===== src/rtl/hdur_pkg.sv =====
// ----------------------------------------------------------------------------
// hdur_pkg
// Types, codes and helpers for the HID descriptor usage rewriter.
// ----------------------------------------------------------------------------
package hdur_pkg;

  localparam int unsigned LenW   = 16;
  localparam int unsigned ByteW  = 8;
  localparam int unsigned PhaseW = 3;

  // parse phases
  localparam logic [PhaseW-1:0] PH_HEADER     = 3'd0;
  localparam logic [PhaseW-1:0] PH_LONG_SIZE  = 3'd1;
  localparam logic [PhaseW-1:0] PH_LONG_TAG   = 3'd2;
  localparam logic [PhaseW-1:0] PH_LOCAL_BYTE = 3'd3;
  localparam logic [PhaseW-1:0] PH_SKIP       = 3'd4;

  localparam logic [3:0] TAG_LONG   = 4'hF;
  localparam logic [1:0] TYPE_LOCAL = 2'd2;

  localparam logic [ByteW-1:0] USAGE_JOY   = 8'h04;
  localparam logic [ByteW-1:0] USAGE_PAD   = 8'h05;
  localparam logic [ByteW-1:0] USAGE_MULTI = 8'h08;

  localparam logic [LenW-1:0] POS_MAX = 16'hFFFF;

  typedef struct packed {
    logic [ByteW-1:0] data_byte;
    logic             first;
  } hdur_in_t;

  typedef struct packed {
    logic [ByteW-1:0] out_byte;
    logic             rewritten;
    logic             invalid;
    logic             last;
  } hdur_out_t;

  // data byte count of a short item from its size code
  function automatic logic [2:0] short_size(input logic [1:0] code);
    logic [2:0] res;
    case (code)
      2'd0:    res = 3'd0;
      2'd1:    res = 3'd1;
      2'd2:    res = 3'd2;
      2'd3:    res = 3'd4;
      default: res = 3'd0;
    endcase
    return res;
  endfunction

endpackage


===== src/rtl/hid_descriptor_usage_rewriter.sv =====
// ----------------------------------------------------------------------------
// hid_descriptor_usage_rewriter
// Walks a HID report descriptor and rewrites joystick/gamepad usages.
// ----------------------------------------------------------------------------
// Takes one descriptor byte per beat and returns one result beat for each,
// in the cycle after acceptance. A new byte is accepted every cycle while the
// result register is empty or being drained, so the sustained rate is one
// byte per clock; the only state carried between bytes is the parse phase,
// byte position, skip count and stop flag, updated in the cycle of acceptance.
// cfg_wdata sets the descriptor length; write it only while no beat is in
// flight. A beat with first set restarts the parse at byte 0.
module hid_descriptor_usage_rewriter (
  input  logic                 clk,
  input  logic                 rst_n,
  input  logic                 cfg_we,
  input  logic [15:0]          cfg_wdata,
  input  logic                 in_valid,
  output logic                 in_ready,
  input  hdur_pkg::hdur_in_t   in_data,
  output logic                 out_valid,
  input  logic                 out_ready,
  output hdur_pkg::hdur_out_t  out_data
);

  logic                step;
  hdur_pkg::hdur_out_t result;

  assign step = in_valid && in_ready;

  hdur_parser u_parser (
    .clk      (clk),
    .rst_n    (rst_n),
    .cfg_we   (cfg_we),
    .cfg_wdata(cfg_wdata),
    .step     (step),
    .beat_in  (in_data),
    .beat_out (result)
  );

  hdur_out_reg u_out_reg (
    .clk      (clk),
    .rst_n    (rst_n),
    .load     (step),
    .load_data(result),
    .can_load (in_ready),
    .out_valid(out_valid),
    .out_ready(out_ready),
    .out_data (out_data)
  );

endmodule


===== src/rtl/hdur_parser.sv =====
// ----------------------------------------------------------------------------
// hdur_parser
// Item walker: holds parse state and length, works out one beat's result.
// ----------------------------------------------------------------------------
module hdur_parser (
  input  logic                 clk,
  input  logic                 rst_n,
  input  logic                 cfg_we,
  input  logic [15:0]          cfg_wdata,
  input  logic                 step,
  input  hdur_pkg::hdur_in_t   beat_in,
  output hdur_pkg::hdur_out_t  beat_out
);

  logic [15:0] len_r;
  logic [2:0]  phase_r, phase_nxt;
  logic [15:0] pos_r, pos_nxt;
  logic [7:0]  skip_r, skip_nxt;
  logic        stop_r, stop_nxt;

  logic [2:0]  phase_cur;
  logic [15:0] pos_cur;
  logic [7:0]  skip_cur, skip_dec;
  logic        stop_cur;
  logic [7:0]  d;
  logic [2:0]  ds;
  logic [17:0] pos_ext, short_end, long_hdr_end, long_end, len_ext;
  logic        in_range;

  always_comb begin
    d = beat_in.data_byte;
    // a first beat restarts from the header phase at byte 0
    phase_cur = beat_in.first ? hdur_pkg::PH_HEADER : phase_r;
    pos_cur   = beat_in.first ? 16'd0 : pos_r;
    skip_cur  = beat_in.first ? 8'd0 : skip_r;
    stop_cur  = beat_in.first ? 1'b0 : stop_r;

    ds           = hdur_pkg::short_size(d[1:0]);
    pos_ext      = {2'b00, pos_cur};
    len_ext      = {2'b00, len_r};
    short_end    = pos_ext + 18'd1 + {15'd0, ds};
    long_hdr_end = pos_ext + 18'd3;
    long_end     = pos_ext + 18'd2 + {10'd0, d};
    skip_dec     = (skip_cur != 8'd0) ? skip_cur - 8'd1 : skip_cur;
    in_range     = pos_cur < len_r;

    phase_nxt = phase_cur;
    skip_nxt  = skip_cur;
    stop_nxt  = stop_cur;
    pos_nxt   = (pos_cur != hdur_pkg::POS_MAX) ? pos_cur + 16'd1 : pos_cur;

    beat_out.out_byte  = d;
    beat_out.rewritten = 1'b0;
    beat_out.invalid   = 1'b0;
    beat_out.last      = in_range && (pos_cur == len_r - 16'd1);

    if (in_range && !stop_cur) begin
      case (phase_cur)
        hdur_pkg::PH_HEADER: begin
          if (d[7:4] == hdur_pkg::TAG_LONG) begin
            if (long_hdr_end > len_ext) begin
              beat_out.invalid = 1'b1;
              stop_nxt         = 1'b1;
            end else begin
              phase_nxt = hdur_pkg::PH_LONG_SIZE;
            end
          end else if (short_end > len_ext) begin
            beat_out.invalid = 1'b1;
            stop_nxt         = 1'b1;
          end else if (ds == 3'd1 && d[3:2] == hdur_pkg::TYPE_LOCAL) begin
            phase_nxt = hdur_pkg::PH_LOCAL_BYTE;
          end else if (ds != 3'd0) begin
            skip_nxt  = {5'd0, ds};
            phase_nxt = hdur_pkg::PH_SKIP;
          end
        end
        hdur_pkg::PH_LONG_SIZE: begin
          if (long_end > len_ext) begin
            beat_out.invalid = 1'b1;
            stop_nxt         = 1'b1;
          end else begin
            skip_nxt  = d;
            phase_nxt = hdur_pkg::PH_LONG_TAG;
          end
        end
        hdur_pkg::PH_LONG_TAG: begin
          phase_nxt = (skip_cur != 8'd0) ? hdur_pkg::PH_SKIP : hdur_pkg::PH_HEADER;
        end
        hdur_pkg::PH_LOCAL_BYTE: begin
          if (d == hdur_pkg::USAGE_JOY || d == hdur_pkg::USAGE_PAD) begin
            beat_out.out_byte  = hdur_pkg::USAGE_MULTI;
            beat_out.rewritten = 1'b1;
          end
          phase_nxt = hdur_pkg::PH_HEADER;
        end
        hdur_pkg::PH_SKIP: begin
          skip_nxt = skip_dec;
          if (skip_dec == 8'd0) phase_nxt = hdur_pkg::PH_HEADER;
        end
        default: begin
          phase_nxt = hdur_pkg::PH_HEADER;
        end
      endcase
    end
  end

  always_ff @(posedge clk) begin
    if (!rst_n) begin
      len_r   <= 16'd0;
      phase_r <= hdur_pkg::PH_HEADER;
      pos_r   <= 16'd0;
      skip_r  <= 8'd0;
      stop_r  <= 1'b0;
    end else begin
      if (cfg_we) len_r <= cfg_wdata;
      if (step) begin
        phase_r <= phase_nxt;
        pos_r   <= pos_nxt;
        skip_r  <= skip_nxt;
        stop_r  <= stop_nxt;
      end
    end
  end

endmodule


===== src/rtl/hdur_out_reg.sv =====
// ----------------------------------------------------------------------------
// hdur_out_reg
// Result register: holds one beat until the sink takes it.
// ----------------------------------------------------------------------------
module hdur_out_reg (
  input  logic                 clk,
  input  logic                 rst_n,
  input  logic                 load,
  input  hdur_pkg::hdur_out_t  load_data,
  output logic                 can_load,
  output logic                 out_valid,
  input  logic                 out_ready,
  output hdur_pkg::hdur_out_t  out_data
);

  logic                valid_r, valid_nxt;
  hdur_pkg::hdur_out_t data_r;

  // a new beat may enter in the cycle the held one leaves
  assign can_load  = !valid_r || out_ready;
  assign valid_nxt = load || (valid_r && !out_ready);

  always_ff @(posedge clk) begin
    if (!rst_n) begin
      valid_r <= 1'b0;
    end else begin
      valid_r <= valid_nxt;
    end
  end

  always_ff @(posedge clk) begin
    if (load) data_r <= load_data;
  end

  assign out_valid = valid_r;
  assign out_data  = data_r;

endmodule


===== config.mk =====
export PLATFORM = sky130hd
export DESIGN_NAME = hid_descriptor_usage_rewriter
export DESIGN_NICKNAME = d
export VERILOG_FILES = /design/src/rtl/hdur_pkg.sv /design/src/rtl/hid_descriptor_usage_rewriter.sv /design/src/rtl/hdur_parser.sv /design/src/rtl/hdur_out_reg.sv
export SDC_FILE = /design/constraint.sdc
export NUM_CORES = 1
export LEC_CHECK = 0
export ABC_AREA = 1
export BUFFER_PORTS_ARGS = -buffer_cell sky130_fd_sc_hd__buf_2
export CAP_MARGIN = 20
export CORE_ASPECT_RATIO = 1.25
export CORE_MARGIN = 10
export CORE_UTILIZATION = 25
export CTS_CLUSTER_DIAMETER = 150
export DETAILED_ROUTE_END_ITERATION = 8
export GPL_TIMING_DRIVEN = 0
export PLACE_DENSITY_LB_ADDON = 0.12
export RECOVER_POWER = 50
export SYNTH_ARGS = -nofsm -noshare
export SYNTH_HDL_FRONTEND = slang
export SYNTH_HIERARCHICAL = 1
export SYNTH_SLANG_ARGS = --single-unit

===== constraint.sdc =====
create_clock -name clk -period 5.9 [get_ports clk]
set_clock_uncertainty 0.15 [all_clocks]
set_input_delay 1.77 -clock clk [delete_from_list [all_inputs] [get_ports clk]]
set_output_delay 1.77 -clock clk [all_outputs]
set_load 0.01 [all_outputs]

==> results.py <==
metrics = {
    "place": {
        "place_area_mm2": 0.006945,
        "io_buffers": 42,
        "dpl.hpwl_um": 19840,
        "gp_congestion": 0.8681,
        "placed_cells": 1347,
    },
    "yosys": {
        "synth_fa_ha_area_frac": 0.1569,
        "ys.warnings.count": 6,
        "synth-seq-area-share": 0.1949,
        "synthSimpleGateAreaFrac": 0.3205,
        "synth_seq_cells": 56,
        "syn-num-nets": 1078,
        "synth_edf_count": 11,
        "synth_top_family_by_area": "simple AND/OR/NAND/NOR gates",
        "ys_types": 44,
        "async_reset_ff_frac": 0,
        "synth.avg_cell_area_um2": 6.511,
        "synthMuxAreaShare": 0,
        "synth_compound_area_frac": 0.1418,
        "synth-xor-area-share": 0.08043,
        "syn_inst": 970,
        "synthesis.area_mm2": 0.006316,
        "synthFlopType": "dfxtp_1",
    },
    "job": {
        "drv_cap": 0,
    },
    "clock_tree": {
        "clockBufferDepth": 2,
        "tritoncts": "built",
        "clock_latency_ns": 0.33,
        "cts_buffers": 5,
        "root_buffer": "clkbuf_16",
        "htreeDepth": 2,
        "clk_pin_slew_ns": 0.08,
        "clkSinkCount": 56,
    },
    "grt": {
        "grt_usage": 0.1494,
        "grt_pass1_wl_um": 36710,
        "overflow": 0,
        "grt_max_degree": 21,
        "grt_pass1_vias": 6403,
        "antenna_found_initial": 2,
    },
    "detailed_routing": {
        "num_vias": 6354,
        "vias_per_cell": 4.645,
        "drt-pass1-iter-count": 5,
        "wire_per_inst_um": 17.45,
        "drc": 0,
        "antenna_left": 0,
        "totalWireLength_um": 23880,
        "drt_iter0_drc": 275,
    },
    "finish": {
        "drive_above_1_share": 0.1260,
        "nFillCells": 2919,
        "stdcell_count": 1368,
        "mostFrequentLayoutCells": "172 x nand2_1, 139 x inv_1, 119 x nor2_1",
        "multi_input_area_mm2": 0.004596,
        "syn2layout_area_growth_pct": 17.06,
        "regArea_mm2": 0.001231,
        "finish.instance_area_mm2": 0.007393,
        "utilization": 0.2952,
        "nNetsFinal": 1139,
        "final_common_cell": "nand2_1",
    },
    "worst_setup_path": {
        "cp.required_ns": 6.01,
        "r2r_start": "u_parser/pos_r[4]",
        "cp_top_family": "simple AND/OR/NAND/NOR gates",
        "path_max_fanout": 6,
        "arrival_ns": 5.73,
        "cpMostUsedCell": "inv_2",
        "critPathCaptureType": "flop",
        "cp_slowest_stage_delay_ns": 0.36,
        "path_class": "primary input to flop",
        "cp-start-kind": "primary input",
        "cp.buffers_inverters": 8,
        "crit_path_top_delay_cell": "fa_2",
        "r2r_cells": 26,
        "r2r_setup_slack_ns": 1.57,
        "r2r-end": "u_parser/skip_r[6]",
    },
    "floorplanning": {
        "pin_count": 43,
        "initial_core_util": 0.2521,
        "rows": 65,
        "fp.dieH_um": 197.7,
        "die_w_um": 162.2,
        "core_area_mm2": 0.02505,
        "die_area_mm2": 0.03206,
    },
    "timing": {
        "rsz0062_at_grt": "false",
        "drv_slew": 0,
        "fmax_mhz": 177.9,
        "hold_viol": 0,
        "fin_crit_ns": 5.620,
        "max_slew_margin": 0.5462,
        "setup_viol": 0,
        "period_share": 0.9525,
        "holdWs_ns": 0.3174,
        "worst_slew_pin_slew_ns": 0.6807,
    },
    "hold_path": {
        "hold-path-endpoint": "u_parser/phase_r[0]",
        "min_path_cells": 2,
        "hp-class": "flop to flop",
        "min_from": "u_parser/phase_r[0]",
    },
    "pwr": {
        "leakage_nw": 3.534,
        "total_power_mw": 1.112,
        "p_per_area_mw_per_mm2": 150.4,
        "ir_worst_vdd_uv": 109.4,
    },
    "status": {
        "status": "finished, final reports clean",
    },
}
-- flip-flops by register name, indices dropped and copies added, names as in the netlist --
name / cells
u_parser/len_r: 16
u_parser/pos_r: 16
u_out_reg/out_data: 11
u_parser/skip_r: 8
u_parser/phase_r: 3
u_out_reg/out_valid: 1
u_parser/stop_r: 1
-- final cells by class --
class,count,share of cell area
Antenna cell,1,0.0003385
Sequential cell,56,0.1665
Clock inverter,3,0.003892
Timing Repair Buffer,54,0.04112
Clock buffer,5,0.01692
Buffer,18,0.01523
Inverter,153,0.07768
Multi-Input combinational cell,743,0.6216
Tap cell,335,0.05669
-- synthesized netlist by cell type, types with 2 or more instances --
library cell	instances	area, um^2
nand2_1	176	660.6
o21bai_1	2	15.01
a31oi_1	3	18.77
inv_1	144	540.5
nand3b_1	3	22.52
nor3_2	2	20.02
nor2_1	129	484.2
ha_1	76	950.9
fa_1	2	40.04
o21ai_0	55	275.3
nor4_2	3	37.54
o211ai_1	3	22.52
nor2_2	7	43.79
clkbuf_1	16	60.06
nand4_1	22	137.6
nor4_1	5	31.28
xor2_1	52	455.4
o22ai_1	3	18.77
nand2_2	13	81.33
a211oi_1	4	30.03
dfxtp_1	45	900.9
a21oi_1	86	430.4
a21o_1	2	15.01
edfxtp_1	11	330.3
o21ai_1	3	15.01
nor2_4	4	45.04
nor3_1	10	50.05
xnor2_1	6	52.55
inv_2	7	26.28
a21boi_0	3	22.52
clkinv_1	2	7.510
nor3b_1	4	30.03
nand2_4	4	45.04
nand3_1	51	255.2
o21a_1	2	15.01
a21oi_2	2	17.52
-- tightest hold or removal path, stage by stage (launching register included) --
cell,delay [ns]
dfxtp_1,0.31
nand2_1,0.06
a21oi_1,0.06
-- per-stage QoR --
step                      setup TNS (ns)  setup WS (ns)
after floorplan                        0        0.07313
after detailed placement          -23.42         -2.012
after global placement            -24.62         -2.095
final                                  0         0.2800
after CTS                              0       0.009265
after global routing                   0       0.001465
-- timing repair --
| action | in CTS | in global routing |
|---|---|---|
| pin swaps | 6 | 20 |
| gates resized for setup | 29 | 32 |
| hold buffers | 0 | 0 |
| endpoints found under the setup margin | 13 | 13 |
| setup buffers | 4 | 8 |
-- worst max-delay path by stage --
stage | from | end | slack (ns) | cells after the start
2_1_floorplan | in_data[0] | u_parser/skip_r[7] | 0.07 | 29
3_3_place_gp | in_data[0] | u_parser/skip_r[4] | -2.10 | 30
3_5_place_dp | in_data[0] | u_parser/skip_r[4] | -2.01 | 30
4_1_cts | in_data[0] | u_parser/skip_r[4] | 0.009 | 30
5_1_grt | in_data[0] | u_parser/skip_r[6] | 0.001 | 28
6_report | in_data[0] | u_parser/skip_r[6] | 0.28 | 31
-- where the power goes --
group / leakage, nW / internal (mW) / switching [mW]
logic: 2.98 / 0.116 / 0.223
registers: 0.477 / 0.410 / 0.0122
clock network: 0.0767 / 0.165 / 0.187
-- cells by family (layout without fill, tap and decap cells) --
kind of cell             count (synthesis)  in the layout
AND/OR/NAND/NOR                        439            439
AO/OA/AOI/OAI                          168            168
flip-flops                              56             56
XOR/XNOR                                58             58
adder cells (fa/ha/maj)                 78             78
buffers and inverters                  171            233
other                                    0              1
-- per-layer routing --
| layer | track usage | wire (um) | vias up |
|---|---|---|---|
| li1 | - | - | 3284 |
| met3 | 0.02202 | 706 | 37 |
| met2 | 0.2841 | 12820 | 93 |
| met4 | 0.05805 | 773 | 2 |
| met1 | 0.1610 | 9566 | 2938 |
| met5 | 0 | 13 | - |
Note: power is estimated with default switching activity, not from simulation.
